<file path="src/pmcs_pkg.sv">
// Types, constants and register codes of the phase modulated cosine shaper.
`timescale 1ns / 1ps

package pmcs_pkg;

	localparam int TURN_W     = 32;
	localparam int FIELD_W    = 16;
	localparam int WAVE_W     = 18;
	localparam int CFG_IDX_W  = 8;

	localparam int SINE_LAT   = 8;
	localparam int MOD_LAT    = 4;
	localparam int OUT_LAT    = 2;
	localparam int PMCS_LATENCY = 1 + SINE_LAT + MOD_LAT + SINE_LAT + OUT_LAT;

	// register indexes
	localparam logic [CFG_IDX_W-1:0] REG_AMPLITUDE    = 8'd0;
	localparam logic [CFG_IDX_W-1:0] REG_DC_OFFSET    = 8'd1;
	localparam logic [CFG_IDX_W-1:0] REG_PHASE_SHIFT  = 8'd2;
	localparam logic [CFG_IDX_W-1:0] REG_ECCENTRICITY = 8'd3;

	localparam logic [FIELD_W-1:0] RST_AMPLITUDE    = 16'd8192;
	localparam logic [FIELD_W-1:0] RST_DC_OFFSET    = 16'd8192;
	localparam logic [FIELD_W-1:0] RST_PHASE_SHIFT  = 16'd0;
	localparam logic [FIELD_W-1:0] RST_ECCENTRICITY = 16'd0;

	// quarter-wave sine polynomial, Q30
	localparam logic [30:0] Q30_ONE = 31'd1073741824;
	localparam logic [30:0] SIN_C1  = 31'd1686629713;
	localparam logic [30:0] SIN_C3  = 31'd693598668;
	localparam logic [30:0] SIN_C5  = 31'd85569306;
	localparam logic [30:0] SIN_C7  = 31'd5026995;
	localparam logic [30:0] SIN_C9  = 31'd172272;
	localparam logic [14:0] SIN_MAX = 15'd16384;

	// round(2^32 / (2*pi)), turn per radian
	localparam logic signed [30:0] TURN_PER_RAD = 31'sd683565276;
	localparam logic [TURN_W-1:0]  QUARTER_TURN = 32'h4000_0000;

	typedef struct packed {
		logic signed [FIELD_W-1:0] amplitude;
		logic signed [FIELD_W-1:0] dc_offset;
		logic        [FIELD_W-1:0] phase_shift;
		logic signed [FIELD_W-1:0] eccentricity;
	} pmcs_cfg_t;

endpackage

</file>
<file path="src/pmcs_phase_mod.sv">
// Inner phase modulation: ecc*sin scaled to a turn, added, plus a quarter turn.
`timescale 1ns / 1ps

module pmcs_phase_mod import pmcs_pkg::*; (
	input  logic                      clk,
	input  logic                      arst_n,
	input  logic                      in_valid,
	input  logic [TURN_W-1:0]         turn,
	input  logic signed [FIELD_W-1:0] sine,
	input  logic signed [FIELD_W-1:0] eccentricity,
	output logic                      out_valid,
	output logic [TURN_W-1:0]         cos_turn
);

	logic [MOD_LAT-1:0] v_q;

	logic signed [30:0] mod_e1;
	logic signed [59:0] prod_e2;
	logic [TURN_W-1:0]  t_e1, t_e2, t_e3;
	logic [TURN_W-1:0]  dturn_e3;
	logic [TURN_W-1:0]  tc_e4;

	logic signed [31:0] mul_mod;
	logic signed [61:0] mul_turn;
	logic signed [59:0] rnd_sum;

	assign mul_mod  = eccentricity * sine;
	assign mul_turn = 62'(mod_e1) * 62'(TURN_PER_RAD);
	// ties away from zero: bias one less on negative values
	assign rnd_sum  = prod_e2 + (prod_e2[59] ? 60'sd33554431 : 60'sd33554432);

	always_ff @(posedge clk or negedge arst_n) begin
		if (!arst_n) begin
			v_q <= '0;
		end else begin
			v_q <= {v_q[MOD_LAT-2:0], in_valid};
		end
	end

	always_ff @(posedge clk) begin
		mod_e1   <= mul_mod[30:0];
		t_e1     <= turn;
		prod_e2  <= mul_turn[59:0];
		t_e2     <= t_e1;
		dturn_e3 <= rnd_sum[57:26];
		t_e3     <= t_e2;
		tc_e4    <= t_e3 + dturn_e3 + QUARTER_TURN;
	end

	assign out_valid = v_q[MOD_LAT-1];
	assign cos_turn  = tc_e4;

endmodule

</file>
<file path="config.mk">
export PLATFORM = sky130hd
export DESIGN_NAME = pmcs_phase_mod
export DESIGN_NICKNAME = d
export VERILOG_FILES = /design/src/pmcs_pkg.sv /design/src/pmcs_phase_mod.sv
export SDC_FILE = /design/constraint.sdc
export NUM_CORES = 2
export LEC_CHECK = 0
export ABC_AREA = 1
export ABC_CLOCK_PERIOD_IN_PS = 13550
export BUFFER_PORTS_ARGS = -buffer_cell sky130_fd_sc_hd__clkbuf_2
export CORE_ASPECT_RATIO = 1.75
export CORE_MARGIN = 2
export CORE_UTILIZATION = 25
export CTS_CLUSTER_SIZE = 40
export DETAILED_ROUTE_END_ITERATION = 16
export SLEW_MARGIN = 20
export SYNTH_ARGS = -nofsm -noshare
export SYNTH_HDL_FRONTEND = slang
export SYNTH_SLANG_ARGS = --single-unit
</file>
<file path="constraint.sdc">
create_clock -name clk -period 13.55 [get_ports clk]
set_input_delay 3.3875 -clock clk [delete_from_list [all_inputs] [get_ports clk]]
set_output_delay 3.3875 -clock clk [all_outputs]
set_load 0.02 [all_outputs]
</file>
==> metrics.log <==
INFO  metric worstMarginPinSlew = around 0.94 ns
INFO  metric cts_post_setup_buffers_inserted = 0
INFO  metric detail_route.first_pass.iterations = 12
INFO  metric ff2ff_setup_slack = 5.87 ns
INFO  metric die-width = 303 microns
INFO  metric syn_nets = around 6100
INFO  metric worstSetupEndpointType = flip-flop
INFO  metric largest_net_degree_at_the_start_of_global_routing = 43
INFO  metric gp_congestion = 0.964
INFO  metric cts_tree = built
INFO  metric dieHeight = 527 microns
INFO  metric min_path_type = reg -> reg
INFO  metric r2r-end = prod_e2[59]
INFO  metric hpwlAfterDp = 107 mm
INFO  metric insertion_delay = 0.62 ns
INFO  metric cp.required = 14.05 ns
INFO  metric drcViolationCount = 17
INFO  metric critical_path_peak_fanout = 16
INFO  metric postSynth.topFlopCell = sky130_fd_sc_hd__dfxtp_1
INFO  metric routed-via-count = 30400
INFO  metric total_cts_buffers = 29
INFO  metric cp_launch_type = input port
INFO  metric drt_iter0_drc = between 1000 and 1500
INFO  metric worstPathCellList = clkbuf_2 > nand2_1 > fa_1 > inv_1 > fa_1 > inv_1 > fa_1 > inv_1 > fa_1 > fa_1 > fa_1 > ha_1 > a21oi_1 > o21ai_0 > a21oi_1 > nand3_1 > xor2_1
INFO  metric fin_crit_sh = 63.7%
INFO  metric post_cts.resized_instances = 0
INFO  metric cts.root.buffer_cell = sky130_fd_sc_hd__clkbuf_16
INFO  metric timing.clock.skew = 0.0159 ns
INFO  metric timing.critical_path.slowest_cell_delay = 0.80 ns
INFO  metric outcome = finished, violations left
INFO  metric min_delay_worst_endpoint = t_e3[21]
INFO  metric groute.usage.overall = 15.3%
INFO  metric timing.critical_path.mode_cell = sky130_fd_sc_hd__fa_1
INFO  metric crit_family = adder cells
INFO  metric via_per_inst = 4.32
INFO  metric ctsLongestPathBuffers = 3
INFO  metric final_report_setup_violation_count = 0
INFO  metric proportion_of_register_bits_with_asynchronous_set_or_reset_after_synthesis = 1.59%
INFO  metric hold_path_cells = 0
INFO  metric cp_data_arrival_time = 9.13 ns
INFO  metric floorplan.initialDensity = 25.1%
INFO  metric grt_antenna_before_repair = 0
INFO  metric clock_sink_count = 252
INFO  metric failed_checks = design-rule violations
INFO  metric crit_slowest_cell = sky130_fd_sc_hd__fa_1
INFO  metric worst-path-buf-inv = 4
INFO  metric number_of_global_route_vias_before_repair = 34000
INFO  metric unrepaired_setup_endpoints_after_global_routing = no
INFO  metric min-delay-start = t_e2[21]
INFO  metric synth_enable_flop_cells = 0
INFO  metric drv_cap = 0
INFO  metric ant_nets = 0
INFO  metric htree_levels = 1
INFO  metric yosys.cell_types.count = 52
INFO  metric yosys.area.top_type = sky130_fd_sc_hd__fa_1
INFO  metric cts.clk_slew.worst_paths = around 0.060 ns
INFO  metric top_cells_by_area_in_the_synthesized_netlist = sky130_fd_sc_hd__fa_1 (34%), sky130_fd_sc_hd__ha_1 (15%), sky130_fd_sc_hd__inv_1 (13%)
INFO  metric rr_worst_depth = 23
INFO  metric grt_first_pass_wirelength = 187 mm
INFO  metric achievable-frequency = 116 MHz
INFO  metric synth_top_area_share = 33.9%
INFO  metric die_footprint = 160000 sq um
INFO  metric fin_tns_setup = 0 ns
INFO  metric gr-total-overflow = 0
INFO  metric antenna-diode-count = 0
INFO  metric wirelength = 121 mm
INFO  metric floorplan.io_pins = 100
INFO  metric route.detailed.wl_per_inst = 17.2 microns
INFO  metric ff_latch_count_synth = 252
INFO  metric netlist_area = 39100 sq um
INFO  metric area_growth = 9.83%
INFO  metric placement_rows = 192
INFO  metric layout-drive-gt1-share = ~3.9%
INFO  metric r2r-start = mod_e1[5]
INFO  metric cts.hold.buffers_added = 0
INFO  metric area_inside_the_core_boundary = 156000 sq um
INFO  metric hold_viol_final = 0
INFO  metric final.fill_count = 16800
INFO  metric path_class = in -> reg
INFO  metric finalNetCount = 6164
INFO  metric post-route-min-period = 8.63 ns
INFO  metric yosys_warnings = 0
INFO  metric per_instance_average_area_after_synthesis = 7.99 sq um
INFO  metric io_buffer_count = 99
INFO  metric syn_inst = between 4000 and 5000
INFO  metric seq_area_frac_synth = roughly an eighth
INFO  metric worst_slew_margin_rel = between 30% and 40%
INFO  metric fin_max_slew_vios = 0
==> how the worst max path moves through the flow <==
stage,from,end,slack (ns),cells past startpoint
6_report,eccentricity[15],mod_e1[23],4.92,17
3_5_place_dp,sine[2],mod_e1[23],4.32,17
2_1_floorplan,sine[2],mod_e1[30],4.81,22
3_3_place_gp,sine[2],mod_e1[23],4.36,17
4_1_cts,sine[2],mod_e1[23],4.98,17
5_1_grt,eccentricity[15],mod_e1[26],4.70,17
==> cell usage after synthesis, types with 3 or more instances <==
cell type                  count
sky130_fd_sc_hd__a21boi_0      6
sky130_fd_sc_hd__a21o_1       16
sky130_fd_sc_hd__a21oi_1     158
sky130_fd_sc_hd__and2_1        3
sky130_fd_sc_hd__and3_1        4
sky130_fd_sc_hd__clkbuf_1     48
sky130_fd_sc_hd__dfrtp_1       4
sky130_fd_sc_hd__dfxtp_1     248
sky130_fd_sc_hd__fa_1        662
sky130_fd_sc_hd__ha_1        464
sky130_fd_sc_hd__inv_1      1382
sky130_fd_sc_hd__nand2_1    1062
sky130_fd_sc_hd__nand2_2       3
sky130_fd_sc_hd__nand3_1     177
sky130_fd_sc_hd__nand3_2       3
sky130_fd_sc_hd__nand3b_1     14
sky130_fd_sc_hd__nand4_1      45
sky130_fd_sc_hd__nor2_1      264
sky130_fd_sc_hd__nor2_2        4
sky130_fd_sc_hd__nor3_1       36
sky130_fd_sc_hd__nor4_1        8
sky130_fd_sc_hd__o21a_1        6
sky130_fd_sc_hd__o21ai_0      84
sky130_fd_sc_hd__o21ai_2       5
sky130_fd_sc_hd__o21bai_1     20
sky130_fd_sc_hd__or2_1         3
sky130_fd_sc_hd__or2_2        17
sky130_fd_sc_hd__xnor2_1      27
sky130_fd_sc_hd__xor2_1       90
==> stage by stage <==
stage               util, %  cell area (sq um)  worst slack [ns]  instances  hold WS [ns]
finish                 27.5              42900              4.92       7030         0.328
global route           27.5              42900              4.70       7030         0.328
CTS                    27.5              42900              4.98       7030         0.326
detailed placement     26.9              41900              4.32       6977         0.312
global placement       26.9              41900              4.36       6977         0.313
floorplan                 -              39100              4.81       4892         0.310
==> cell type report <==
class                   count  area, sq um  share of cell area (%)
repair buffers            102          518                    1.21
clock inverters            20          245                   0.571
well taps                2037         2550                    5.94
clock buffers              33          751                    1.75
flip-flops and latches    252         5070                    11.8
multi-input cells        3202        28600                    66.6
inverters                1384         5190                    12.1
==> cells by family (layout without fill, tap and decap cells) <==
family                   Yosys count  in the layout  synth area share [%]
AO/OA/AOI/OAI                    303            303                  4.27
XOR/XNOR                         117            117                  2.62
adder cells (fa/ha/maj)         1127           1127                  48.8
buffers and inverters           1438           1539                  13.9
flip-flops                       252            252                  13.0
multiplexers                       1              1                0.0256
AND/OR/NAND/NOR                 1654           1654                  17.5
==> metal layers <==
metal / track usage, % / vias up / wire length [microns]
met5: 0 / - / 0
met4: 11.6 / 0 / 11300
met3: 1.06 / 369 / 3210
met2: 30.8 / 729 / 66800
met1: 13.8 / 14700 / 39400
li1: - / 14600 / -
==> cells in the final DEF, fill, tap and decap left out, types with 4 or more instances in the layout <==
master,Yosys,final
sky130_fd_sc_hd__a21boi_0,6,6
sky130_fd_sc_hd__a21o_1,16,16
sky130_fd_sc_hd__a21oi_1,158,158
sky130_fd_sc_hd__and3_1,4,4
sky130_fd_sc_hd__clkbuf_16,0,29
sky130_fd_sc_hd__clkbuf_2,1,99
sky130_fd_sc_hd__clkinv_2,0,5
sky130_fd_sc_hd__dfrtp_1,4,4
sky130_fd_sc_hd__dfxtp_1,248,247
sky130_fd_sc_hd__fa_1,662,662
sky130_fd_sc_hd__ha_1,464,464
sky130_fd_sc_hd__inv_1,1382,1381
sky130_fd_sc_hd__nand2_1,1062,1062
sky130_fd_sc_hd__nand3_1,177,177
sky130_fd_sc_hd__nand3b_1,14,14
sky130_fd_sc_hd__nand4_1,45,45
sky130_fd_sc_hd__nor2_1,264,264
sky130_fd_sc_hd__nor2_2,4,4
sky130_fd_sc_hd__nor3_1,36,36
sky130_fd_sc_hd__nor4_1,8,8
sky130_fd_sc_hd__o21a_1,6,6
sky130_fd_sc_hd__o21ai_0,84,84
sky130_fd_sc_hd__o21ai_2,5,5
sky130_fd_sc_hd__o21bai_1,20,20
sky130_fd_sc_hd__or2_2,17,17
sky130_fd_sc_hd__xnor2_1,27,27
sky130_fd_sc_hd__xor2_1,90,90
==> registers in the layout, summed over array words and instances, names as in the netlist <==
register  flops
prod_e2      57
cos_turn     32
dturn_e3     32
t_e1         32
t_e2         32
t_e3         32
mod_e1       31
v_q           4
Power is left out: the tool's default activity adds up to more than one toggle a clock period on the data nets, which glitch-free logic cannot reach.
