## config.mk

```make
export PLATFORM = sky130hd
export DESIGN_NAME = pmcs_cfg_regs
export DESIGN_NICKNAME = d
export VERILOG_FILES = /design/src/pmcs_pkg.sv /design/src/pmcs_cfg_regs.sv
export SDC_FILE = /design/constraint.sdc
export NUM_CORES = 1
export LEC_CHECK = 0
export ABC_AREA = 1
export CAP_MARGIN = 20
export CORE_MARGIN = 2
export CORE_UTILIZATION = 36
export DETAILED_ROUTE_END_ITERATION = 8
export DONT_BUFFER_PORTS = 1
export RECOVER_POWER = 100
export SYNTH_ARGS = -nofsm -noshare
export SYNTH_HDL_FRONTEND = slang
export SYNTH_SLANG_ARGS = --single-unit
```

## constraint.sdc

```tcl
create_clock -name clk -period 0.8 [get_ports clk]
set_input_delay 0.04 -clock clk [delete_from_list [all_inputs] [get_ports clk]]
set_output_delay 0.04 -clock clk [all_outputs]
set_load 0.005 [all_outputs]
```

## src/pmcs_pkg.sv

```systemverilog
// Types, constants and register codes of the phase modulated cosine shaper.
`timescale 1ns / 1ps

package pmcs_pkg;

	localparam int TURN_W     = 32;
	localparam int FIELD_W    = 16;
	localparam int WAVE_W     = 18;
	localparam int CFG_IDX_W  = 8;

	localparam int SINE_LAT   = 8;
	localparam int MOD_LAT    = 4;
	localparam int OUT_LAT    = 2;
	localparam int PMCS_LATENCY = 1 + SINE_LAT + MOD_LAT + SINE_LAT + OUT_LAT;

	// register indexes
	localparam logic [CFG_IDX_W-1:0] REG_AMPLITUDE    = 8'd0;
	localparam logic [CFG_IDX_W-1:0] REG_DC_OFFSET    = 8'd1;
	localparam logic [CFG_IDX_W-1:0] REG_PHASE_SHIFT  = 8'd2;
	localparam logic [CFG_IDX_W-1:0] REG_ECCENTRICITY = 8'd3;

	localparam logic [FIELD_W-1:0] RST_AMPLITUDE    = 16'd8192;
	localparam logic [FIELD_W-1:0] RST_DC_OFFSET    = 16'd8192;
	localparam logic [FIELD_W-1:0] RST_PHASE_SHIFT  = 16'd0;
	localparam logic [FIELD_W-1:0] RST_ECCENTRICITY = 16'd0;

	// quarter-wave sine polynomial, Q30
	localparam logic [30:0] Q30_ONE = 31'd1073741824;
	localparam logic [30:0] SIN_C1  = 31'd1686629713;
	localparam logic [30:0] SIN_C3  = 31'd693598668;
	localparam logic [30:0] SIN_C5  = 31'd85569306;
	localparam logic [30:0] SIN_C7  = 31'd5026995;
	localparam logic [30:0] SIN_C9  = 31'd172272;
	localparam logic [14:0] SIN_MAX = 15'd16384;

	// round(2^32 / (2*pi)), turn per radian
	localparam logic signed [30:0] TURN_PER_RAD = 31'sd683565276;
	localparam logic [TURN_W-1:0]  QUARTER_TURN = 32'h4000_0000;

	typedef struct packed {
		logic signed [FIELD_W-1:0] amplitude;
		logic signed [FIELD_W-1:0] dc_offset;
		logic        [FIELD_W-1:0] phase_shift;
		logic signed [FIELD_W-1:0] eccentricity;
	} pmcs_cfg_t;

endpackage

```

## src/pmcs_cfg_regs.sv

```systemverilog
// Configuration register file of the shaper.
`timescale 1ns / 1ps

module pmcs_cfg_regs import pmcs_pkg::*; (
	input  logic                 clk,
	input  logic                 arst_n,
	input  logic                 wr_en,
	input  logic [CFG_IDX_W-1:0] wr_index,
	input  logic [FIELD_W-1:0]   wr_data,
	output pmcs_cfg_t            cfg
);

	pmcs_cfg_t cfg_q;

	always_ff @(posedge clk or negedge arst_n) begin
		if (!arst_n) begin
			cfg_q.amplitude    <= RST_AMPLITUDE;
			cfg_q.dc_offset    <= RST_DC_OFFSET;
			cfg_q.phase_shift  <= RST_PHASE_SHIFT;
			cfg_q.eccentricity <= RST_ECCENTRICITY;
		end else if (wr_en) begin
			case (wr_index)
				REG_AMPLITUDE:    cfg_q.amplitude    <= wr_data;
				REG_DC_OFFSET:    cfg_q.dc_offset    <= wr_data;
				REG_PHASE_SHIFT:  cfg_q.phase_shift  <= wr_data;
				REG_ECCENTRICITY: cfg_q.eccentricity <= wr_data;
				default: ;  // unknown index: dropped
			endcase
		end
	end

	assign cfg = cfg_q;

endmodule

```

==> flow_summary.toml, run 1 <==
[logic_synthesis]
synth_common_cells = "nand2_1 (120), nand3_1 (64), dfrtp_1 (62)"
yosysTopAreaCell = "dfrtp_1"
synth_edf_count = 0
synthesis.area_um2 = 2790
avgSynthCellArea_um2 = 9.45
synth_seq_area_share = 0.576
synth_fp_nets = 322
netlist.area_leader.share = 0.557
synthCells = 295
synth_warnings = 0
synth_flop_cell = "dfrtp_1"
yosysMostFrequentCell = "nand2_1"
ys_types = 16
synthTopCellsByArea = "dfrtp_1 (56%), nand2_1 (16%), nand3_1 (11%)"
ys_seq_elements = 64
async_reset_ff_frac = 1.00

[die]
start_util = 0.366
rows = 32
die_h_um = 92.0
die_area_um2 = 8460
core_area_um2 = 7610
io_pins = 91
die_x_um = 92.0

[setup_path]
reg2reg_from = "cfg[45]"
reg2reg_depth = 2
cp_num_buf_inv = 1
ff2ff_setup_slack_ns = 0.09
crit_path_end_kind = "output port"
cp.arrival_ns = 0.96
worstPathCellList = "buf_6"
slowest_delay_ns = 0.54
path_class = "register to output port"
r2r-end = "cfg[45]"
startpoint_type = "register"
required_ns = 0.76
cp_slowest_cell = "dfstp_2"
crit_family = "flip-flops"
critPathMaxFanout = 2

[global_route]
grt_pass1_vias = 2259
grt_pass1_wl_mm = 12.0
grt_max_degree = 65
gr-total-overflow = 0
grt_usage = 0.183
antenna_found_initial = 0

[sta]
finalHoldViolations = 64
period_share = 1.25
skew_ns = 0
fin_crit_ns = 1.00
rsz0062_at_grt = "yes"
tightest_slew_ns = 0.278
fin_ws_ns = -0.200
setup_viol_count_final = 2
clock.fmax_mhz = 1000
slew_headroom = 0.815
slew_viol_final = 0
whs_ns = -0.606

[routing]
drtIter0Drc = 58
drcViolationCount = 0
viasPerCell = 4.92
routed_wl_mm = 7.22
drt-pass1-iter-count = 4
dr_total_vias = 2061
post_drt_wl_per_cell_um = 17.2
ant_nets = 0

[clock_tree]
cts_tree = "done"
clkTransAtPathRegs_ns = 0.07
clock_latency_ns = 0.33
clk_path_buf_depth = 2
cts-hold-fix-buffers = 16
htreeDepth = 3
cts_inserted_buffers = 9
cts_setup_buffers = 0
clockRootBuffer = "clkbuf_8"
cts.sinks = 64

[status]
violations = "hold timing, setup timing"
status = "finished, violations left"

[cells_and_area]
area_growth_syn_to_layout_pct = 17.7
diodes = 0
finalNetCount = 339
ff_latch_area_um2 = 1600
multi_input_area_um2 = 1030
largest_reg_flops = 64
drive_gt1_frac = 0.164
n_fill_cell = 725
post-route-util = 0.431

[worst_hold_path]
holdCritPathClass = "input port to async pin"

[flow_run]
cap_violations = 0

[place]
portBuffers = 0
place.gp.congestion = 0.724
hpwlAfterDp_mm = 4.78

[power_and_ir_drop]
pwr_density_cell_nw_per_um2 = 2210
irDropWorstVdd_mv = 1.48
p_leak_nw = 1.72
==> layer usage <==
| metal | part of all wire | track usage | vias to the layer above |
|---|---|---|---|
| met1 | 0.40 | 0.221 | 1000 |
| li1 | - | - | 977 |
| met5 | 0 | 0 | - |
| met2 | 0.50 | 0.301 | 80 |
| met4 | 0.0035 | 0.0410 | 0 |
| met3 | 0.098 | 0.0822 | 4 |
==> kinds of logic after synthesis <==
kind of cell / Yosys count / synth area share
simple gates: 209 / 0.363
flops: 64 / 0.576
buf+inv: 22 / 0.0615
==> where the power goes <==
part / total [mW] / leakage [nW] / internal (mW) / switching (mW)
combinational: 0.419 / 0.726 / 0.170 / 0.248
clock: 3.31 / 0.116 / 2.06 / 1.25
sequential: 3.53 / 0.876 / 3.39 / 0.140
==> repair_timing <==
item                                   CTS  global route
endpoints found under the hold margin  128            64
cloned                                   0             0
setup endpoints to repair               10            64
gates resized for setup                  1             0
==> metrics by stage <==
stage / setup TNS [ns] / setup slack, ns / power [mW] / area, um2 / cells
6_report: -0.311 / -0.200 / 7.26 / 3280 / 419
5_1_grt: -1.16 / -0.243 / 7.55 / 3280 / 419
4_1_cts: -0.380 / -0.218 / 7.33 / 3280 / 419
3_5_place_dp: -4.24 / -0.0982 / 3.90 / 2880 / 387
3_3_place_gp: -2.28 / -0.0515 / 3.89 / 2880 / 387
2_1_floorplan: 0 / 0.0120 / 3.79 / 2810 / 295
==> final cells by class <==
class	count	share of cell area
sequential	64	0.489
timing repair buffer	22	0.0789
multi-input combinational	209	0.313
clock buffer	10	0.0389
inverter	6	0.00877
clock inverter	6	0.0328
tap	102	0.0389
==> cell usage in the layout (no fill, tap or decap), drive strengths merged <==
| cell | instances |
|---|---|
| nor2 | 8 |
| nand3 | 68 |
| buf | 6 |
| clkinvlp | 1 |
| clkinv | 3 |
| inv | 5 |
| dfstp | 2 |
| dfrtp | 62 |
| bufinv | 3 |
| clkbuf | 10 |
| nand2 | 133 |
| dlygate4sd3 | 16 |
==> worst max-delay path by stage <==
stage | startpoint | end | slack (ns) | cells past startpoint
after CTS | cfg[61] | cfg[61] | -0.22 | 1
final | cfg[61] | cfg[61] | -0.20 | 1
after floorplan | wr_index[2] | cfg[48] | 0.01 | 7
after detailed placement | wr_index[3] | cfg[17] | -0.1 | 6
after global placement | wr_index[5] | cfg[4] | -0.05 | 6
after global routing | cfg[61] | cfg[61] | -0.24 | 1
Power figures use the tool's default switching activity.
==> inputs of run 2 (changes only) <==
Settings changed: PLACE_DENSITY set to 0.58.
==> run 2 against run 1 <==
Net effect: the run still ends with hold timing, setup timing left; highest routed layer unchanged; total power fell by 9.1%; largest cell class unchanged; setup slack improved by 0.086 ns; combinational power fell by 2%; sequential cell count did not move; register-to-register slack barely moved.
==> flow_summary.toml, run 2 (same netlist as run 1, synthesis figures left out) <==
[routing]
drcViolationCount = 0
post_drt_wl_per_cell_um = 17.5
routed_wl_mm = 7.32
drt-pass1-iter-count = 4
ant_nets = 0
drtIter0Drc = 98
dr_total_vias = 2062
viasPerCell = 4.92

[worst_hold_path]
holdCritPathClass = "input port to async pin"

[cells_and_area]
layout_common_cells = "nand2_1 (120), nand3_1 (64), dfrtp_1 (62)"
multi_input_area_um2 = 1030
diodes = 0
post-route-util = 0.422
n_fill_cell = 753
drive_gt1_frac = 0.164
area_growth_syn_to_layout_pct = 15.2
ff_latch_area_um2 = 1600
largest_reg_flops = 64
finalNetCount = 340
final_common_cell = "nand2_1"

[sta]
tightest_slew_ns = 0.308
fin_crit_ns = 0.914
setup_viol_count_final = 2
period_share = 1.14
fin_ws_ns = -0.114
tns_ns = -0.219
finalHoldViolations = 64
slew_headroom = 0.794
clock.fmax_mhz = 1090
slew_viol_final = 0
whs_ns = -0.600
skew_ns = 0
rsz0062_at_grt = "yes"

[global_route]
grt_max_degree = 65
grt_pass1_vias = 2035
grt_pass1_wl_mm = 11.6
gr-total-overflow = 0
antenna_found_initial = 0
grt_usage = 0.183

[clock_tree]
cts_inserted_buffers = 9
cts_setup_buffers = 0
clk_path_buf_depth = 2
clock_latency_ns = 0.33
cts_tree = "done"
cts-hold-fix-buffers = 16
cts.sinks = 64
htreeDepth = 3
clkTransAtPathRegs_ns = 0.07
clockRootBuffer = "clkbuf_8"

[power_and_ir_drop]
seqPwrFrac = 0.535
p_switching_mw = 1.56
p_clk_frac = 0.402
irDropWorstVdd_mv = 1.14
power_switching_share = 0.236
combPwrFrac = 0.062
power_mw = 6.60
p_int_mw = 5.05
p_leak_nw = 1.70
pwr_density_cell_nw_per_um2 = 2060

[status]
violations = "hold timing, setup timing"
status = "finished, violations left"

[flow_run]
cap_violations = 0

[setup_path]
startpoint_type = "register"
critPathMaxFanout = 2
crit_path_end_kind = "output port"
reg2reg_from = "cfg[61]"
cp.depth = 0
required_ns = 0.76
r2r-end = "cfg[61]"
path_class = "register to output port"
reg2reg_depth = 2
ff2ff_setup_slack_ns = 0.08
cp.arrival_ns = 0.87

[place]
portBuffers = 0
place.gp.congestion = 0.712
hpwlAfterDp_mm = 4.90

[die]
die_h_um = 92.0
io_pins = 91
die_x_um = 92.0
start_util = 0.366
die_area_um2 = 8460
core_area_um2 = 7610
rows = 32
-- run 2: how the worst max path moves through the flow --
stage           startpoint      end  slack, ns
4_1_cts            cfg[61]  cfg[61]      -0.14
5_1_grt            cfg[61]  cfg[61]      -0.16
3_3_place_gp   wr_index[5]   cfg[4]      -0.06
2_1_floorplan  wr_index[2]  cfg[48]       0.01
3_5_place_dp   wr_index[5]   cfg[1]      -0.09
6_report           cfg[61]  cfg[61]      -0.11
-- run 2: power groups by stage --
stage	clock, mW	sequential, mW	combinational (mW)
finish	2.66	3.53	0.411
global route	2.89	3.55	0.456
CTS	2.75	3.54	0.410
detailed placement	0	3.60	0.288
global placement	0	3.60	0.277
floorplan	0	3.55	0.240
-- run 2: layout make-up --
| class | instances | area share |
|---|---|---|
| flip-flops and latches | 64 | 0.500 |
| multi-input cells | 209 | 0.320 |
| inverters | 6 | 0.00896 |
| clock inverters | 4 | 0.0140 |
| clock buffers | 11 | 0.0440 |
| well taps | 102 | 0.0398 |
| repair buffers | 23 | 0.0740 |
-- run 2: what timing repair did --
item                                    in CTS  in global routing
gates cloned                                 0                  0
endpoints found under the hold margin      128                 64
resized for setup                            0                  0
endpoints found under the setup margin       4                 63
-- run 2: through the flow --
stage | setup slack (ns) | instances | hold slack, ns | area [um2]
after global placement | -0.0632 | 388 | -0.253 | 2860
final | -0.114 | 419 | -0.600 | 3210
after detailed placement | -0.0907 | 388 | -0.254 | 2860
after floorplan | 0.0120 | 295 | -0.256 | 2810
after global routing | -0.158 | 419 | -0.637 | 3210
after CTS | -0.141 | 419 | -0.620 | 3210
-- run 2: routing by layer --
metal,vias to the layer above,track usage,share of wire
li1,980,-,-
met1,991,0.230,0.43
met2,84,0.284,0.47
met3,7,0.0912,0.087
met4,0,0.0410,0.011
met5,-,0,0
